$ cat config.mk
export PLATFORM = sky130hd
export DESIGN_NAME = hex_pixel_unpacker_bgr_top
export DESIGN_NICKNAME = d
export VERILOG_FILES = /design/src/hdl/hpu_pkg.sv /design/src/hdl/hpu_front.sv /design/src/hdl/hpu_fifo.sv /design/src/hdl/hpu_back.sv /design/src/hdl/hex_pixel_unpacker_bgr_top.sv
export VERILOG_INCLUDE_DIRS = /design/src /design/src/hdl
export SDC_FILE = /design/constraint.sdc
export NUM_CORES = 1
export LEC_CHECK = 0
export BUFFER_PORTS_ARGS = -buffer_cell sky130_fd_sc_hd__buf_2
export CORE_MARGIN = 3
export CORE_UTILIZATION = 35
export CTS_CLUSTER_SIZE = 12
export DETAILED_ROUTE_END_ITERATION = 16
export GPL_ROUTABILITY_DRIVEN = 0
export PLACE_DENSITY_LB_ADDON = 0.25
export REMOVE_ABC_BUFFERS = 1
export SLEW_MARGIN = 5
export SYNTH_ARGS = -nofsm -noshare
export SYNTH_HDL_FRONTEND = slang
export SYNTH_SLANG_ARGS = --single-unit
$ cat constraint.sdc
create_clock -name clk -period 7.35 [get_ports clk]
set_input_delay 0 -clock clk [delete_from_list [all_inputs] [get_ports clk]]
set_output_delay 0 -clock clk [all_outputs]
set_load 0.01 [all_outputs]
$ cat src/hdl/hex_pixel_unpacker_bgr_top_defines.svh
// Assertion macros shared by the hex pixel unpacker RTL.
// Needs nothing; included by modules that carry concurrent checks.
`ifndef HEX_PIXEL_UNPACKER_BGR_TOP_DEFINES_SVH
`define HEX_PIXEL_UNPACKER_BGR_TOP_DEFINES_SVH

// Same-cycle implication check.
`define HPU_ASSERT_IMP(lbl, clk, rstn, ante, cons) \
	lbl: assert property (@(posedge clk) disable iff (!rstn) (ante) |-> (cons)) \
		else $error("hpu: same-cycle check failed");

// Next-cycle implication check.
`define HPU_ASSERT_NXT(lbl, clk, rstn, ante, cons) \
	lbl: assert property (@(posedge clk) disable iff (!rstn) (ante) |=> (cons)) \
		else $error("hpu: next-cycle check failed");

`endif

$ cat src/hdl/hpu_pkg.sv
// Shared types, constants and helper functions for the hex pixel unpacker.
// No dependencies.
`timescale 1ns / 1ps

package hpu_pkg;

	localparam int MAX_LINES  = 4096;
	localparam int MAX_STRIDE = 12288;

	localparam int LC_W   = 13;   // line_count register
	localparam int LI_W   = 12;   // line index
	localparam int OFS_W  = 14;   // stride and row offsets
	localparam int ADDR_W = 26;
	localparam int CNT_W  = 3;

	localparam logic [CNT_W-1:0] NEED_RGB  = 3'd3;
	localparam logic [CNT_W-1:0] NEED_CMYK = 3'd4;
	localparam logic [OFS_W:0]   PIX_BYTES = 15'd3;

	localparam int FIFO_DEPTH = 4;
	localparam int FIFO_AW    = $clog2(FIFO_DEPTH);
	localparam int FIFO_CW    = $clog2(FIFO_DEPTH + 1);

	typedef enum logic [1:0] {
		REG_COLOR_MODE  = 2'd0,
		REG_LINE_COUNT  = 2'd1,
		REG_LINE_STRIDE = 2'd2,
		REG_ROW_LAST    = 2'd3
	} reg_idx_t;

	typedef struct packed {
		logic             color_mode;
		logic [LC_W-1:0]  line_count;
		logic [OFS_W-1:0] line_stride;
		logic [OFS_W-1:0] row_last_offset;
	} cfg_t;

	// line index reload on a line_count write
	typedef struct packed {
		logic            we;
		logic [LI_W-1:0] last_line;
	} li_load_t;

	// one entry between front and back
	typedef struct packed {
		logic             wr;
		logic [LI_W-1:0]  line_idx;
		logic [OFS_W-1:0] row_off;
		logic [7:0]       blue;
		logic [7:0]       green;
		logic [7:0]       red;
		logic             bad;
		logic             done;
	} pix_cmd_t;

	typedef struct packed {
		logic       ok;
		logic [3:0] val;
	} hex_dec_t;

	function automatic hex_dec_t hex_decode(input logic [7:0] c);
		hex_dec_t r;
		r.ok  = 1'b0;
		r.val = 4'd0;
		case (c) inside
			[8'h30:8'h39]: begin
				r.ok  = 1'b1;
				r.val = c[3:0];
			end
			[8'h41:8'h46], [8'h61:8'h66]: begin
				r.ok  = 1'b1;
				r.val = c[3:0] + 4'd9;
			end
			default: begin
				r.ok  = 1'b0;
				r.val = 4'd0;
			end
		endcase
		return r;
	endfunction

	// 255 - min(255, x + k)
	function automatic logic [7:0] cmyk_chan(input logic [7:0] x, input logic [7:0] k);
		logic [8:0] s;
		s = {1'b0, x} + {1'b0, k};
		return s[8] ? 8'd0 : (8'hFF - s[7:0]);
	endfunction

	// effective line count minus one, count clamped to 1..MAX_LINES
	function automatic logic [LI_W-1:0] last_line_of(input logic [LC_W-1:0] n);
		logic [LC_W-1:0] m;
		m = n - LC_W'(1);
		if (n == '0)
			return '0;
		else if (n > LC_W'(MAX_LINES))
			return LI_W'(MAX_LINES - 1);
		else
			return m[LI_W-1:0];
	endfunction

	function automatic logic [OFS_W-1:0] eff_stride(input logic [OFS_W-1:0] s);
		return (s > OFS_W'(MAX_STRIDE)) ? OFS_W'(MAX_STRIDE) : s;
	endfunction

endpackage

$ cat src/hdl/hpu_front.sv
// Front end: hex decode, channel gathering, scanline walk and sticky flags.
// Depends on hpu_pkg; emits one pix_cmd_t per accepted transfer.
`timescale 1ns / 1ps
`include "hex_pixel_unpacker_bgr_top_defines.svh"

module hpu_front (
	input  logic              clk,
	input  logic              arst_n,
	input  hpu_pkg::cfg_t     cfg,
	input  hpu_pkg::li_load_t li_load,
	input  logic              in_take,
	input  logic [7:0]        hi_char,
	input  logic [7:0]        lo_char,
	output hpu_pkg::pix_cmd_t cmd
);

	logic [7:0]                 ch_q [4];
	logic [hpu_pkg::CNT_W-1:0]  cnt_q;
	logic [hpu_pkg::OFS_W-1:0]  row_q;
	logic [hpu_pkg::LI_W-1:0]   li_q;
	logic                       err_q;
	logic                       done_q;

	hpu_pkg::hex_dec_t          hi_d, lo_d;
	logic                       active, bad, complete, wrap, last_line;
	logic [7:0]                 byte_d;
	logic [7:0]                 ch_n [4];
	logic [hpu_pkg::CNT_W-1:0]  cnt_inc, need;
	logic [hpu_pkg::OFS_W:0]    row_sum;

	always_comb begin
		hi_d     = hpu_pkg::hex_decode(hi_char);
		lo_d     = hpu_pkg::hex_decode(lo_char);
		active   = !err_q && !done_q;
		bad      = !(hi_d.ok && lo_d.ok);
		byte_d   = {hi_d.val, lo_d.val};
		cnt_inc  = cnt_q + hpu_pkg::CNT_W'(1);
		need     = cfg.color_mode ? hpu_pkg::NEED_CMYK : hpu_pkg::NEED_RGB;
		complete = active && !bad && (cnt_inc >= need);
		row_sum  = {1'b0, row_q} + hpu_pkg::PIX_BYTES;
		wrap     = row_sum > {1'b0, cfg.row_last_offset};
		last_line = (li_q == '0);
		for (int i = 0; i < 4; i++)
			ch_n[i] = (cnt_q[1:0] == 2'(i)) ? byte_d : ch_q[i];
	end

	always_comb begin
		cmd          = '0;
		cmd.wr       = complete;
		cmd.bad      = err_q || (active && bad);
		cmd.done     = done_q || (complete && wrap && last_line);
		if (complete) begin
			cmd.line_idx = li_q;
			cmd.row_off  = row_q;
			if (cfg.color_mode) begin
				cmd.red   = hpu_pkg::cmyk_chan(ch_n[0], ch_n[3]);
				cmd.green = hpu_pkg::cmyk_chan(ch_n[1], ch_n[3]);
				cmd.blue  = hpu_pkg::cmyk_chan(ch_n[2], ch_n[3]);
			end else begin
				cmd.red   = ch_n[0];
				cmd.green = ch_n[1];
				cmd.blue  = ch_n[2];
			end
		end
	end

	always_ff @(posedge clk or negedge arst_n) begin
		if (!arst_n) begin
			for (int i = 0; i < 4; i++)
				ch_q[i] <= '0;
			cnt_q  <= '0;
			row_q  <= '0;
			li_q   <= '0;
			err_q  <= 1'b0;
			done_q <= 1'b0;
		end else if (li_load.we) begin
			li_q <= li_load.last_line;
		end else if (in_take && active) begin
			if (bad) begin
				err_q <= 1'b1;
			end else begin
				ch_q[cnt_q[1:0]] <= byte_d;
				cnt_q <= complete ? '0 : cnt_inc;
				if (complete) begin
					row_q <= wrap ? '0 : row_sum[hpu_pkg::OFS_W-1:0];
					if (wrap) begin
						if (last_line)
							done_q <= 1'b1;
						else
							li_q <= li_q - hpu_pkg::LI_W'(1);
					end
				end
			end
		end
	end

	`HPU_ASSERT_IMP(a_cnt_range, clk, arst_n, 1'b1, cnt_q <= hpu_pkg::NEED_RGB)
	`HPU_ASSERT_NXT(a_err_sticky, clk, arst_n, err_q && !li_load.we, err_q)
	`HPU_ASSERT_IMP(a_no_write_flagged, clk, arst_n, err_q || done_q, !cmd.wr)

endmodule

$ cat src/hdl/hpu_fifo.sv
// Four-entry queue of pixel commands between the front and back ends.
// Depends on hpu_pkg.
`timescale 1ns / 1ps
`include "hex_pixel_unpacker_bgr_top_defines.svh"

module hpu_fifo (
	input  logic              clk,
	input  logic              arst_n,
	input  logic              push,
	input  hpu_pkg::pix_cmd_t wdata,
	output logic              full,
	input  logic              pop,
	output hpu_pkg::pix_cmd_t rdata,
	output logic              empty
);

	hpu_pkg::pix_cmd_t            mem_q [hpu_pkg::FIFO_DEPTH];
	logic [hpu_pkg::FIFO_AW-1:0]  wr_ptr_q, rd_ptr_q;
	logic [hpu_pkg::FIFO_CW-1:0]  count_q;

	assign full  = (count_q == hpu_pkg::FIFO_CW'(hpu_pkg::FIFO_DEPTH));
	assign empty = (count_q == '0);
	assign rdata = mem_q[rd_ptr_q];

	always_ff @(posedge clk) begin
		if (push)
			mem_q[wr_ptr_q] <= wdata;
	end

	always_ff @(posedge clk or negedge arst_n) begin
		if (!arst_n) begin
			wr_ptr_q <= '0;
			rd_ptr_q <= '0;
			count_q  <= '0;
		end else begin
			if (push)
				wr_ptr_q <= wr_ptr_q + hpu_pkg::FIFO_AW'(1);
			if (pop)
				rd_ptr_q <= rd_ptr_q + hpu_pkg::FIFO_AW'(1);
			if (push && !pop)
				count_q <= count_q + hpu_pkg::FIFO_CW'(1);
			else if (pop && !push)
				count_q <= count_q - hpu_pkg::FIFO_CW'(1);
		end
	end

	`HPU_ASSERT_IMP(a_no_overflow, clk, arst_n, push, !full)
	`HPU_ASSERT_IMP(a_no_underflow, clk, arst_n, pop, !empty)
	`HPU_ASSERT_NXT(a_count_up, clk, arst_n, push && !pop, count_q == $past(count_q) + 3'd1)

endmodule

$ cat src/hdl/hpu_back.sv
// Back end: address multiply, offset add and the result register.
// Depends on hpu_pkg; drains hpu_fifo, drives the result queue ports.
`timescale 1ns / 1ps
`include "hex_pixel_unpacker_bgr_top_defines.svh"

module hpu_back (
	input  logic                       clk,
	input  logic                       arst_n,
	input  hpu_pkg::cfg_t              cfg,
	input  logic                       q_empty,
	input  hpu_pkg::pix_cmd_t          q_data,
	output logic                       q_pop,
	input  logic                       pop,
	output logic                       empty,
	output logic                       write_valid,
	output logic [hpu_pkg::ADDR_W-1:0] pixel_address,
	output logic [7:0]                 blue_byte,
	output logic [7:0]                 green_byte,
	output logic [7:0]                 red_byte,
	output logic                       bad_digit,
	output logic                       image_done
);

	// stage 1: product registered
	logic                        vld_s1;
	hpu_pkg::pix_cmd_t           cmd_s1;
	logic [hpu_pkg::ADDR_W-1:0]  prod_s1;
	// stage 2: result register
	logic                        vld_s2;
	hpu_pkg::pix_cmd_t           cmd_s2;
	logic [hpu_pkg::ADDR_W-1:0]  addr_s2;

	logic                        load_s1, load_s2;
	logic [hpu_pkg::OFS_W-1:0]   stride;

	assign stride  = hpu_pkg::eff_stride(cfg.line_stride);
	assign load_s2 = vld_s1 && (!vld_s2 || pop);
	assign load_s1 = !q_empty && (!vld_s1 || load_s2);
	assign q_pop   = load_s1;

	always_ff @(posedge clk) begin
		if (load_s1) begin
			cmd_s1  <= q_data;
			prod_s1 <= {14'd0, q_data.line_idx} * {12'd0, stride};
		end
		if (load_s2) begin
			cmd_s2  <= cmd_s1;
			addr_s2 <= prod_s1 + {12'd0, cmd_s1.row_off};
		end
	end

	always_ff @(posedge clk or negedge arst_n) begin
		if (!arst_n) begin
			vld_s1 <= 1'b0;
			vld_s2 <= 1'b0;
		end else begin
			if (load_s1)
				vld_s1 <= 1'b1;
			else if (load_s2)
				vld_s1 <= 1'b0;
			if (load_s2)
				vld_s2 <= 1'b1;
			else if (pop)
				vld_s2 <= 1'b0;
		end
	end

	assign empty         = !vld_s2;
	assign write_valid   = cmd_s2.wr;
	assign pixel_address = addr_s2;
	assign blue_byte     = cmd_s2.blue;
	assign green_byte    = cmd_s2.green;
	assign red_byte      = cmd_s2.red;
	assign bad_digit     = cmd_s2.bad;
	assign image_done    = cmd_s2.done;

	`HPU_ASSERT_NXT(a_s1_hold, clk, arst_n, vld_s1 && !load_s2 && !load_s1, vld_s1 && $stable(prod_s1))
	`HPU_ASSERT_IMP(a_idle_addr_zero, clk, arst_n, vld_s2 && !cmd_s2.wr, addr_s2 == '0)
	`HPU_ASSERT_IMP(a_s2_fed, clk, arst_n, load_s2, vld_s1)

endmodule

$ cat src/hdl/hex_pixel_unpacker_bgr_top.sv
// Top level of the hex pixel unpacker: register file, front, queue, back.
// Depends on hpu_pkg, hpu_front, hpu_fifo and hpu_back.
//
// channel   handshake              payload
// input     push / full            hi_char, lo_char
// result    pop / empty            write_valid, pixel_address, blue/green/red_byte,
//                                  bad_digit, image_done
// config    APB psel/penable/...   paddr[3:0], pwdata, prdata
//
// One transfer in per clock while full is low; each input transfer yields exactly one result.
// A pushed transfer passes through the queue, the multiply stage and the result
// register before empty falls; the 12x14 address multiply sets the stage boundary.
// A stalled result backs up through the 4-entry queue before full rises.
// Reset is asynchronous; the block takes items in the first cycle after it.
`timescale 1ns / 1ps

module hex_pixel_unpacker_bgr_top (
	input  logic                       clk,
	input  logic                       arst_n,
	input  logic                       push,
	output logic                       full,
	input  logic [7:0]                 hi_char,
	input  logic [7:0]                 lo_char,
	output logic                       empty,
	input  logic                       pop,
	output logic                       write_valid,
	output logic [hpu_pkg::ADDR_W-1:0] pixel_address,
	output logic [7:0]                 blue_byte,
	output logic [7:0]                 green_byte,
	output logic [7:0]                 red_byte,
	output logic                       bad_digit,
	output logic                       image_done,
	input  logic                       psel,
	input  logic                       penable,
	input  logic                       pwrite,
	input  logic [3:0]                 paddr,
	input  logic [31:0]                pwdata,
	output logic [31:0]                prdata,
	output logic                       pready
);

	hpu_pkg::cfg_t      cfg_q;
	hpu_pkg::li_load_t  li_load;
	hpu_pkg::pix_cmd_t  cmd, q_data;
	hpu_pkg::reg_idx_t  idx;
	logic               cfg_we, in_take, q_full, q_empty, q_pop;

	assign pready  = 1'b1;
	assign idx     = hpu_pkg::reg_idx_t'(paddr[3:2]);
	assign cfg_we  = psel && penable && pwrite;
	assign in_take = push && !q_full;
	assign full    = q_full;

	assign li_load.we        = cfg_we && (idx == hpu_pkg::REG_LINE_COUNT);
	assign li_load.last_line = hpu_pkg::last_line_of(pwdata[hpu_pkg::LC_W-1:0]);

	always_ff @(posedge clk or negedge arst_n) begin
		if (!arst_n) begin
			cfg_q.color_mode      <= 1'b0;
			cfg_q.line_count      <= hpu_pkg::LC_W'(1);
			cfg_q.line_stride     <= hpu_pkg::OFS_W'(3);
			cfg_q.row_last_offset <= hpu_pkg::OFS_W'(2);
		end else if (cfg_we) begin
			case (idx)
				hpu_pkg::REG_COLOR_MODE:  cfg_q.color_mode      <= pwdata[0];
				hpu_pkg::REG_LINE_COUNT:  cfg_q.line_count      <= pwdata[hpu_pkg::LC_W-1:0];
				hpu_pkg::REG_LINE_STRIDE: cfg_q.line_stride     <= pwdata[hpu_pkg::OFS_W-1:0];
				hpu_pkg::REG_ROW_LAST:    cfg_q.row_last_offset <= pwdata[hpu_pkg::OFS_W-1:0];
				default: begin
				end
			endcase
		end
	end

	always_comb begin
		case (idx)
			hpu_pkg::REG_COLOR_MODE:  prdata = {31'd0, cfg_q.color_mode};
			hpu_pkg::REG_LINE_COUNT:  prdata = {19'd0, cfg_q.line_count};
			hpu_pkg::REG_LINE_STRIDE: prdata = {18'd0, cfg_q.line_stride};
			hpu_pkg::REG_ROW_LAST:    prdata = {18'd0, cfg_q.row_last_offset};
			default:                  prdata = '0;
		endcase
	end

	hpu_front u_front (
		.clk     (clk),
		.arst_n  (arst_n),
		.cfg     (cfg_q),
		.li_load (li_load),
		.in_take (in_take),
		.hi_char (hi_char),
		.lo_char (lo_char),
		.cmd     (cmd)
	);

	hpu_fifo u_fifo (
		.clk    (clk),
		.arst_n (arst_n),
		.push   (in_take),
		.wdata  (cmd),
		.full   (q_full),
		.pop    (q_pop),
		.rdata  (q_data),
		.empty  (q_empty)
	);

	hpu_back u_back (
		.clk           (clk),
		.arst_n        (arst_n),
		.cfg           (cfg_q),
		.q_empty       (q_empty),
		.q_data        (q_data),
		.q_pop         (q_pop),
		.pop           (pop),
		.empty         (empty),
		.write_valid   (write_valid),
		.pixel_address (pixel_address),
		.blue_byte     (blue_byte),
		.green_byte    (green_byte),
		.red_byte      (red_byte),
		.bad_digit     (bad_digit),
		.image_done    (image_done)
	);

endmodule
==> metrics.log, run 1 <==
INFO  metric layout-drive-gt1-share = 15.0%
INFO  metric worst-path-buf-inv = 4
INFO  metric core_area = 73500 sq um
INFO  metric antenna_found_initial = 0
INFO  metric die_h = 279 um
INFO  metric layoutNonFillerInstCount = 3300
INFO  metric cts_buffers = 51
INFO  metric drt_first_pass_iters = 5
INFO  metric setup_cp_type = reg2reg
INFO  metric cts.repair.resized = 0
INFO  metric initial_utilization = 35.6%
INFO  metric clkPwrFrac = 16.1%
INFO  metric seqPwrFrac = 26.5%
INFO  metric timing.hold.ws = 0.0516 ns
INFO  metric biggest_cell_delay_along_the_critical_path = 0.55 ns
INFO  metric synth-seq-area-share = 49.1%
INFO  metric drt_drc_violations_left = 0
INFO  metric yosysWarnings = 0
INFO  metric power.switching = 0.00647 W
INFO  metric place.detailed.hpwl = 42400 um
INFO  metric post_synthesis_cells = 2176
INFO  metric top_level_ports = 147
INFO  metric worstSetupEndpointType = register
INFO  metric report.power.total = 0.0155 W
INFO  metric path_cells = nor4_1 > nand3_1 > nand3_1 > buf_12 > and2_1 > nand2_1 > fa_1 > inv_1 > fa_1 > fa_1 > fa_1 > inv_1 > fa_1 > inv_1 > ha_1 > and2_1 > a2111o_1 > a41o_1 > nor3b_1 > o21ai_0 > a21oi_1 > xor2_1
INFO  metric postSynth.asyncResetShare = 25.6%
INFO  metric yosys-top-cells-area = edfxtp_1 38%, dfrtp_1 11%, fa_1 9.6%
INFO  metric share_comb_of_total_power = 57.4%
INFO  metric clkSlewWorstSetupHoldPaths = 0.06 ns
INFO  metric drtIter0Drc = 1082
INFO  metric dpl.cell_count = 3180
INFO  metric tritoncts_num_sinks = 446
INFO  metric numPortBuffers = 107
INFO  metric num_antenna_cells = 0
INFO  metric critical_path_required = 7.67 ns
INFO  metric gr-total-overflow = 0
INFO  metric synth-edff-count = 332
INFO  metric met2_wirelength_from_detailed_routing = 28400 um
INFO  metric worst_slew_pin_slew = 1.07 ns
INFO  metric period_minus_slack = 6.75 ns
INFO  metric worstSetupStartpointType = register
INFO  metric drv_slew = 0
INFO  metric grt_usage = 15.4%
INFO  metric power.share.switching = 41.9%
INFO  metric clock_insertion_delay_worst_skew = 0.61 ns
INFO  metric critical_path.slowest_cell = fa_1
INFO  metric cap_viol_max_count = 0
INFO  metric residual_antenna_violating_net_count_after_detailed_routing = 0
INFO  metric timing.fmax = 148 MHz
INFO  metric p_leak = 12.6 nW
INFO  metric clock_skew = 0.0452 ns
INFO  metric clock_path_buffers = 3
INFO  metric grt_pass1_vias = 17.3k
INFO  metric ctsHtreeMaxLevel = 2
INFO  metric worst_ep_arrival_time = 7.06 ns
INFO  metric met1_length = 27400 um
INFO  metric hold_viol_final = 0
INFO  metric tritoncts = done
INFO  metric peakVddDrop = 0.479 mV
INFO  metric via_count = 16.6k
INFO  metric grt_first_pass_wirelength = 95300 um
INFO  metric wl_per_cell = 18.1 um
INFO  metric synth-main-ff-cell = edfxtp_1
INFO  metric power_report.internal_total = 0.00898 W
INFO  metric maxSlewHeadroom = 28.8%
INFO  metric total_wire_length_after_detailed_routing = 59800 um
INFO  metric met3RoutedLength = 2240 um
INFO  metric synth_seq_cells = 446
INFO  metric setup_viol_count_final = 0
INFO  metric netlist.top_cell.by_area = edfxtp_1
INFO  metric post_syn_area = 26100 sq um
INFO  metric worst_hold_path_type = in2reg
INFO  metric grt_start_max_net_pins = 71
INFO  metric final_util = 40.4%
INFO  metric fin_nets = 2626
INFO  metric status = complete, no violations
INFO  metric powerDensity = 521 nW/um^2
INFO  metric synth_top_area_share = 38.2%
INFO  metric die_area = 78000 sq um
INFO  metric timing.final.crit_share = 91.8%
INFO  metric layout-area-overhead-vs-synth = 13.5%
INFO  metric dr.max_layer_used = met4
INFO  metric vias_per_cell = 5.03
INFO  metric floorplan.rows = 99
INFO  metric cts-root-buf = clkbuf_16
INFO  metric die_width = 279 um
INFO  metric yosysUniqueCellTypes = 80
INFO  metric cp_common_cell = fa_1
INFO  metric cp_max_fo = 40
INFO  metric critPathTopFamily = adder cells
INFO  metric syn_area_per_cell = 12.0 sq um
INFO  metric rsz_0062_raised_after_global_routing = no
cell families after synthesis:
group	count (synthesis)	synth area share, %
adder cells (fa/ha/maj)	267	16.4
AND/OR/NAND/NOR	586	10.8
flip-flops	446	49.1
XOR/XNOR	82	2.75
multiplexers	131	7.74
other	2	0.0287
AO/OA/AOI/OAI	320	8.02
buffers and inverters	342	5.23
area by class of cell:
| class | instances | area, sq um |
|---|---|---|
| sequential | 446 | 12800 |
| tap | 959 | 1200 |
| fill | 6882 | 43800 |
| clock inverter | 26 | 293 |
| clock buffer | 66 | 1370 |
| multi-input combinational | 1405 | 12000 |
| inverter | 236 | 886 |
| timing repair buffer | 162 | 1040 |
stage by stage:
step	instance area, sq um	setup TNS (ns)	worst slack (ns)
2_1_floorplan	25700	-2.57	-0.496
6_report	29700	0	0.602
5_1_grt	29700	0	0.124
3_3_place_gp	27700	0	0.756
3_5_place_dp	27700	0	0.653
4_1_cts	29700	0	0.616
routing by layer:
layer / vias to the layer above / track usage, %
met5: - / 0
met4: 0 / 4.97
met3: 102 / 2.35
met2: 305 / 25.7
met1: 8315 / 20.7
li1: 7865 / -
cell usage after synthesis (5+ instances only):
library cell  instances
o31ai_1               5
inv_1               235
xnor2_1              61
buf_2                 8
a32oi_1               7
and3_1               39
or2_2                 6
and2_1               59
nor3_1               32
buf_1                10
o21a_1               23
o211ai_1             11
edfxtp_1            332
a22o_1               14
clkbuf_1             69
dfrtp_1             110
a21boi_0              7
a31oi_1               5
nor4_1               11
mux2i_1              17
fa_1                125
nor2b_1              17
or4_1                 5
o21ai_0              75
mux2_2               63
a21oi_1              82
o21ai_1              11
a21o_1               17
or3_1                10
buf_4                19
nand3_1              31
nand2b_1             14
a211oi_1             11
ha_1                140
xor2_1               21
nand2_1             220
a2111oi_0            10
mux4_2               50
nor2_1              117
o21bai_1              7
power groups by stage:
stage | logic [W] | clock network (W) | registers (W)
2_1_floorplan | 0.00647 | 0 | 0.00423
3_3_place_gp | 0.00882 | 0 | 0.00414
3_5_place_dp | 0.00894 | 0 | 0.00416
4_1_cts | 0.00903 | 0.00257 | 0.00411
5_1_grt | 0.0102 | 0.00269 | 0.00417
6_report | 0.00886 | 0.00249 | 0.00410
cells in the final DEF (no fill, tap or decap), types with 35 or more instances in the layout:
| cell | Yosys | final |
|---|---|---|
| and2_1 | 59 | 58 |
| fa_1 | 125 | 125 |
| xnor2_1 | 61 | 61 |
| o21ai_0 | 75 | 75 |
| inv_1 | 235 | 235 |
| ha_1 | 140 | 140 |
| a21oi_1 | 82 | 81 |
| edfxtp_1 | 332 | 332 |
| buf_2 | 8 | 106 |
| mux2_2 | 63 | 63 |
| mux4_2 | 50 | 50 |
| nor2_1 | 117 | 117 |
| dfrtp_1 | 110 | 108 |
| nand2_1 | 220 | 220 |
| and3_1 | 39 | 35 |
| clkbuf_16 | 0 | 51 |
path summary, 6_finish.rpt:
check	startpoint	to	slack, ns	cells past startpoint
max	cfg_q[20]	u_back.prod_s1[23]	0.60	22
min	paddr[2]	cfg_q[41]	0.05	4
max reg2reg	cfg_q[20]	u_back.prod_s1[23]	0.60	22
min reg2reg	u_back.cmd_s1[4]	u_back.red_byte[2]	0.42	0
max in group asynchronous	arst_n	u_fifo.rd_ptr_q[0]	5.86	4
min in group asynchronous	arst_n	cfg_q[1]	0.47	3
flip-flops by register name (all words and copies together), names as in the netlist, 12 cells and up:
signal,cells
u_front.ch_q,32
u_front.li_q,12
u_back.pixel_address,26
cfg_q,42
u_fifo.mem_q,212
u_front.row_q,14
u_back.prod_s1,26
u_back.cmd_s1,41
repair_timing:
action	CTS	global route
endpoints found under the setup margin	0	0
hold buffers	28	0
setup buffers	0	0
hold endpoints to repair	126	0
worst register-to-register path, cell delays in order, from the launching register on:
cell and delay (ns):
dfrtp_1 0.45, nor4_1 0.37, nand3_1 0.12, nand3_1 0.24
buf_12 0.22, and2_1 0.35, nand2_1 0.14, fa_1 0.54
inv_1 0.04, fa_1 0.46, fa_1 0.52, fa_1 0.55
inv_1 0.05, fa_1 0.54, inv_1 0.05, ha_1 0.33
and2_1 0.22, a2111o_1 0.38, a41o_1 0.23, nor3b_1 0.16
o21ai_0 0.22, a21oi_1 0.12, xor2_1 0.16
Note: power is estimated with default switching activity, not from simulation.
==> run 2: changes to the inputs <==
CORE_UTILIZATION = 40   (was 35)
==> run 2 against run 1 <==
  * The flow now finishes with violations (hold timing)
  * Routed wire length shrank 2.4%
  * Critical path type unchanged
  * Critical endpoint unchanged
  * Largest power group unchanged
  * Core utilization rose by 5.2 points
  * Maximum frequency barely moved
==> metrics.log, run 2 (synthesized netlist as in run 1, its figures left out) <==
INFO  metric antenna_found_initial = 0 (unchanged)
INFO  metric seqPwrFrac = 26.7% (was 26.5%)
INFO  metric period_minus_slack = 6.74 ns (was 6.75 ns)
INFO  metric drv_slew = 0 (unchanged)
INFO  metric grt_start_max_net_pins = 71 (unchanged)
INFO  metric clock_path_buffers = 3 (unchanged)
INFO  metric top_level_ports = 147 (unchanged)
INFO  metric critical_path_required = 7.67 ns (about the same)
INFO  metric total_wire_length_after_detailed_routing = 58400 um (was 59800 um)
INFO  metric layout-area-overhead-vs-synth = 12.8% (was 13.5%)
INFO  metric p_leak = 12.5 nW (was 12.6 nW)
INFO  metric mostFrequentLayoutCell = edfxtp_1 (unchanged)
INFO  metric grt_first_pass_wirelength = 91700 um (was 95300 um)
INFO  metric initial_utilization = 40.5% (was 35.6%)
INFO  metric wl_per_cell = 18.3 um (was 18.1 um)
INFO  metric tritoncts_num_sinks = 446 (unchanged)
INFO  metric drt_first_pass_iters = 5 (unchanged)
INFO  metric timing.fmax = 148 MHz (about the same)
INFO  metric cp_max_fo = 47 (was 40)
INFO  metric power.share.switching = 41.6% (was 41.9%)
INFO  metric powerDensity = 523 nW/um^2 (was 521 nW/um^2)
INFO  metric largest_registers = u_fifo.mem_q: 212 flops, cfg_q: 42 flops, u_back.cmd_s1: 41 flops (unchanged)
INFO  metric worstSetupEndpointType = register (unchanged)
INFO  metric maxSlewHeadroom = 30.3% (was 28.8%)
INFO  metric drtIter0Drc = 976 (was 1082)
INFO  metric ctsHtreeMaxLevel = 2 (unchanged)
INFO  metric share_comb_of_total_power = 56.9% (was 57.4%)
INFO  metric rsz_0062_raised_after_global_routing = no (unchanged)
INFO  metric tritoncts = done (unchanged)
INFO  metric worst_ep_arrival_time = 7.07 ns (was 7.06 ns)
INFO  metric die_width = 262 um (was 279 um)
INFO  metric cts_buffers = 50 (was 51)
INFO  metric via_count = 16.4k (was 16.6k)
INFO  metric timing.final.crit_share = 91.8% (about the same)
INFO  metric hold_viol_final = 7 (was 0)
INFO  metric vias_per_cell = 5.15 (was 5.03)
INFO  metric cts-root-buf = clkbuf_16 (unchanged)
INFO  metric r2r-start = cfg_q[17] (was cfg_q[20])
INFO  metric timing.hold.ws = -0.0128 ns (was 0.0516 ns)
INFO  metric peakVddDrop = 0.679 mV (was 0.479 mV)
INFO  metric grt_usage = 17.2% (was 15.4%)
INFO  metric residual_antenna_violating_net_count_after_detailed_routing = 0 (unchanged)
INFO  metric cts.repair.resized = 0 (unchanged)
INFO  metric die_area = 68400 sq um (was 78000 sq um)
INFO  metric clkPwrFrac = 16.3% (was 16.1%)
INFO  metric clock_insertion_delay_worst_skew = 0.60 ns (was 0.61 ns)
INFO  metric die_h = 262 um (was 279 um)
INFO  metric commonest_non_fill_non_tap_cells_in_the_layout = 332 x edfxtp_1, 235 x inv_1, 220 x nand2_1, 140 x ha_1, 125 x fa_1 (unchanged)
INFO  metric drt_drc_violations_left = 0 (unchanged)
INFO  metric setup_viol_count_final = 0 (unchanged)
INFO  metric floorplan.rows = 93 (was 99)
INFO  metric post_cts.repair.setup_buffers = 0 (unchanged)
INFO  metric nFillCells = 5832 (was 6882)
INFO  metric clock_skew = 0.0251 ns (was 0.0452 ns)
INFO  metric largest_register_ffs = 212 (unchanged)
INFO  metric worst_hold_path_type = in2async (was in2reg)
INFO  metric cell_area_reported_after_detailed_placement = 27500 sq um (was 27700 sq um)
INFO  metric cap_viol_max_count = 0 (unchanged)
INFO  metric gr-total-overflow = 0 (unchanged)
INFO  metric largest_register = u_fifo.mem_q (unchanged)
INFO  metric final_cell_area = 29500 sq um (was 29700 sq um)
INFO  metric grt_pass1_vias = 16.7k (was 17.3k)
INFO  metric violations = hold timing
INFO  metric worst_slew_pin_slew = 1.05 ns (was 1.07 ns)
INFO  metric layout-drive-gt1-share = 14.7% (was 15.0%)
INFO  metric setup_cp_type = reg2reg (unchanged)
INFO  metric clkSlewWorstSetupHoldPaths = 0.06 ns (about the same)
INFO  metric num_antenna_cells = 0 (unchanged)
INFO  metric power.switching = 0.00641 W (was 0.00647 W)
INFO  metric power_report.internal_total = 0.00901 W (was 0.00898 W)
INFO  metric numPortBuffers = 107 (unchanged)
INFO  metric place.detailed.hpwl = 40700 um (was 42400 um)
INFO  metric core_area = 64600 sq um (was 73500 sq um)
INFO  metric fin_nets = 2619 (was 2626)
INFO  metric status = finished, violations left (was complete, no violations)
INFO  metric startpoint = cfg_q[17] (was cfg_q[20])
INFO  metric worstSetupStartpointType = register (unchanged)
==> run 2: power groups by stage <==
stage | Sequential [W] | Clock (W) | Combinational (W)
after CTS | 0.00413 | 0.00259 | 0.00890
final | 0.00412 | 0.00252 | 0.00878
after floorplan | 0.00423 | 0 | 0.00647
after detailed placement | 0.00418 | 0 | 0.00880
after global routing | 0.00419 | 0.00269 | 0.00999
after global placement | 0.00416 | 0 | 0.00868
==> run 2: final cells by class <==
| type | instances | area [sq um] | share of cell area [%] |
|---|---|---|---|
| Timing Repair Buffer | 156 | 968 | 3.29 |
| Tap cell | 855 | 1070 | 3.63 |
| Clock inverter | 26 | 307 | 1.04 |
| Sequential cell | 446 | 12800 | 43.6 |
| Clock buffer | 66 | 1360 | 4.63 |
| Multi-Input combinational cell | 1405 | 12000 | 40.8 |
| Inverter | 236 | 886 | 3.01 |
==> run 2: what timing repair did <==
action	4_1_cts	5_1_grt
hold buffers	25	0
setup endpoints to repair	0	0
endpoints found under the hold margin	129	0
==> run 2: final timing paths <==
kind                                         to  slack (ns)  cells past startpoint
max reg2reg                  u_back.prod_s1[23]        0.61                     22
min reg2reg                u_back.green_byte[7]        0.42                      0
max                          u_back.prod_s1[23]        0.61                     22
min in group clk                      cfg_q[41]        0.08                      4
min                               u_back.vld_s2       -0.01                      2
max in group asynchronous    u_fifo.rd_ptr_q[0]        5.96                      3
==> run 2: worst max-delay path, stage by stage, from the launching register on <==
cell and delay, ns:
dfrtp_1 0.51, nor4_1 0.32, nand3_1 0.10, nand3_1 0.09
buf_4 0.34, and2_1 0.41, nand2_1 0.14, fa_1 0.54
fa_1 0.52, inv_1 0.05, fa_1 0.46, fa_1 0.56
inv_1 0.06, fa_1 0.53, inv_1 0.04, ha_1 0.33
and2_1 0.22, a2111o_1 0.37, a41o_1 0.24, nor3b_1 0.16
o21ai_0 0.21, a21oi_1 0.11, xor2_1 0.16
==> run 2: per-layer routing <==
layer | vias up | share of wire, % | track usage [%]
met3 | 95 | 4.1 | 2.66
met5 | - | 0 | 0
li1 | 7861 | - | -
met2 | 330 | 47 | 27.7
met1 | 8155 | 46 | 23.8
met4 | 0 | 2.7 | 5.48
==> run 2: stage by stage <==
| step | total power, W | utilization, % | setup slack [ns] | cells | setup TNS (ns) |
|---|---|---|---|---|---|
| finish | 0.0154 | 45.6 | 0.605 | 3190 | 0 |
| global placement | 0.0128 | 42.6 | 0.694 | 3073 | 0 |
| detailed placement | 0.0130 | 42.6 | 0.645 | 3073 | 0 |
| global route | 0.0169 | 45.6 | 0.256 | 3190 | 0 |
| floorplan | 0.0107 | - | -0.496 | 2087 | -2.57 |
| CTS | 0.0156 | 45.6 | 0.613 | 3190 | 0 |
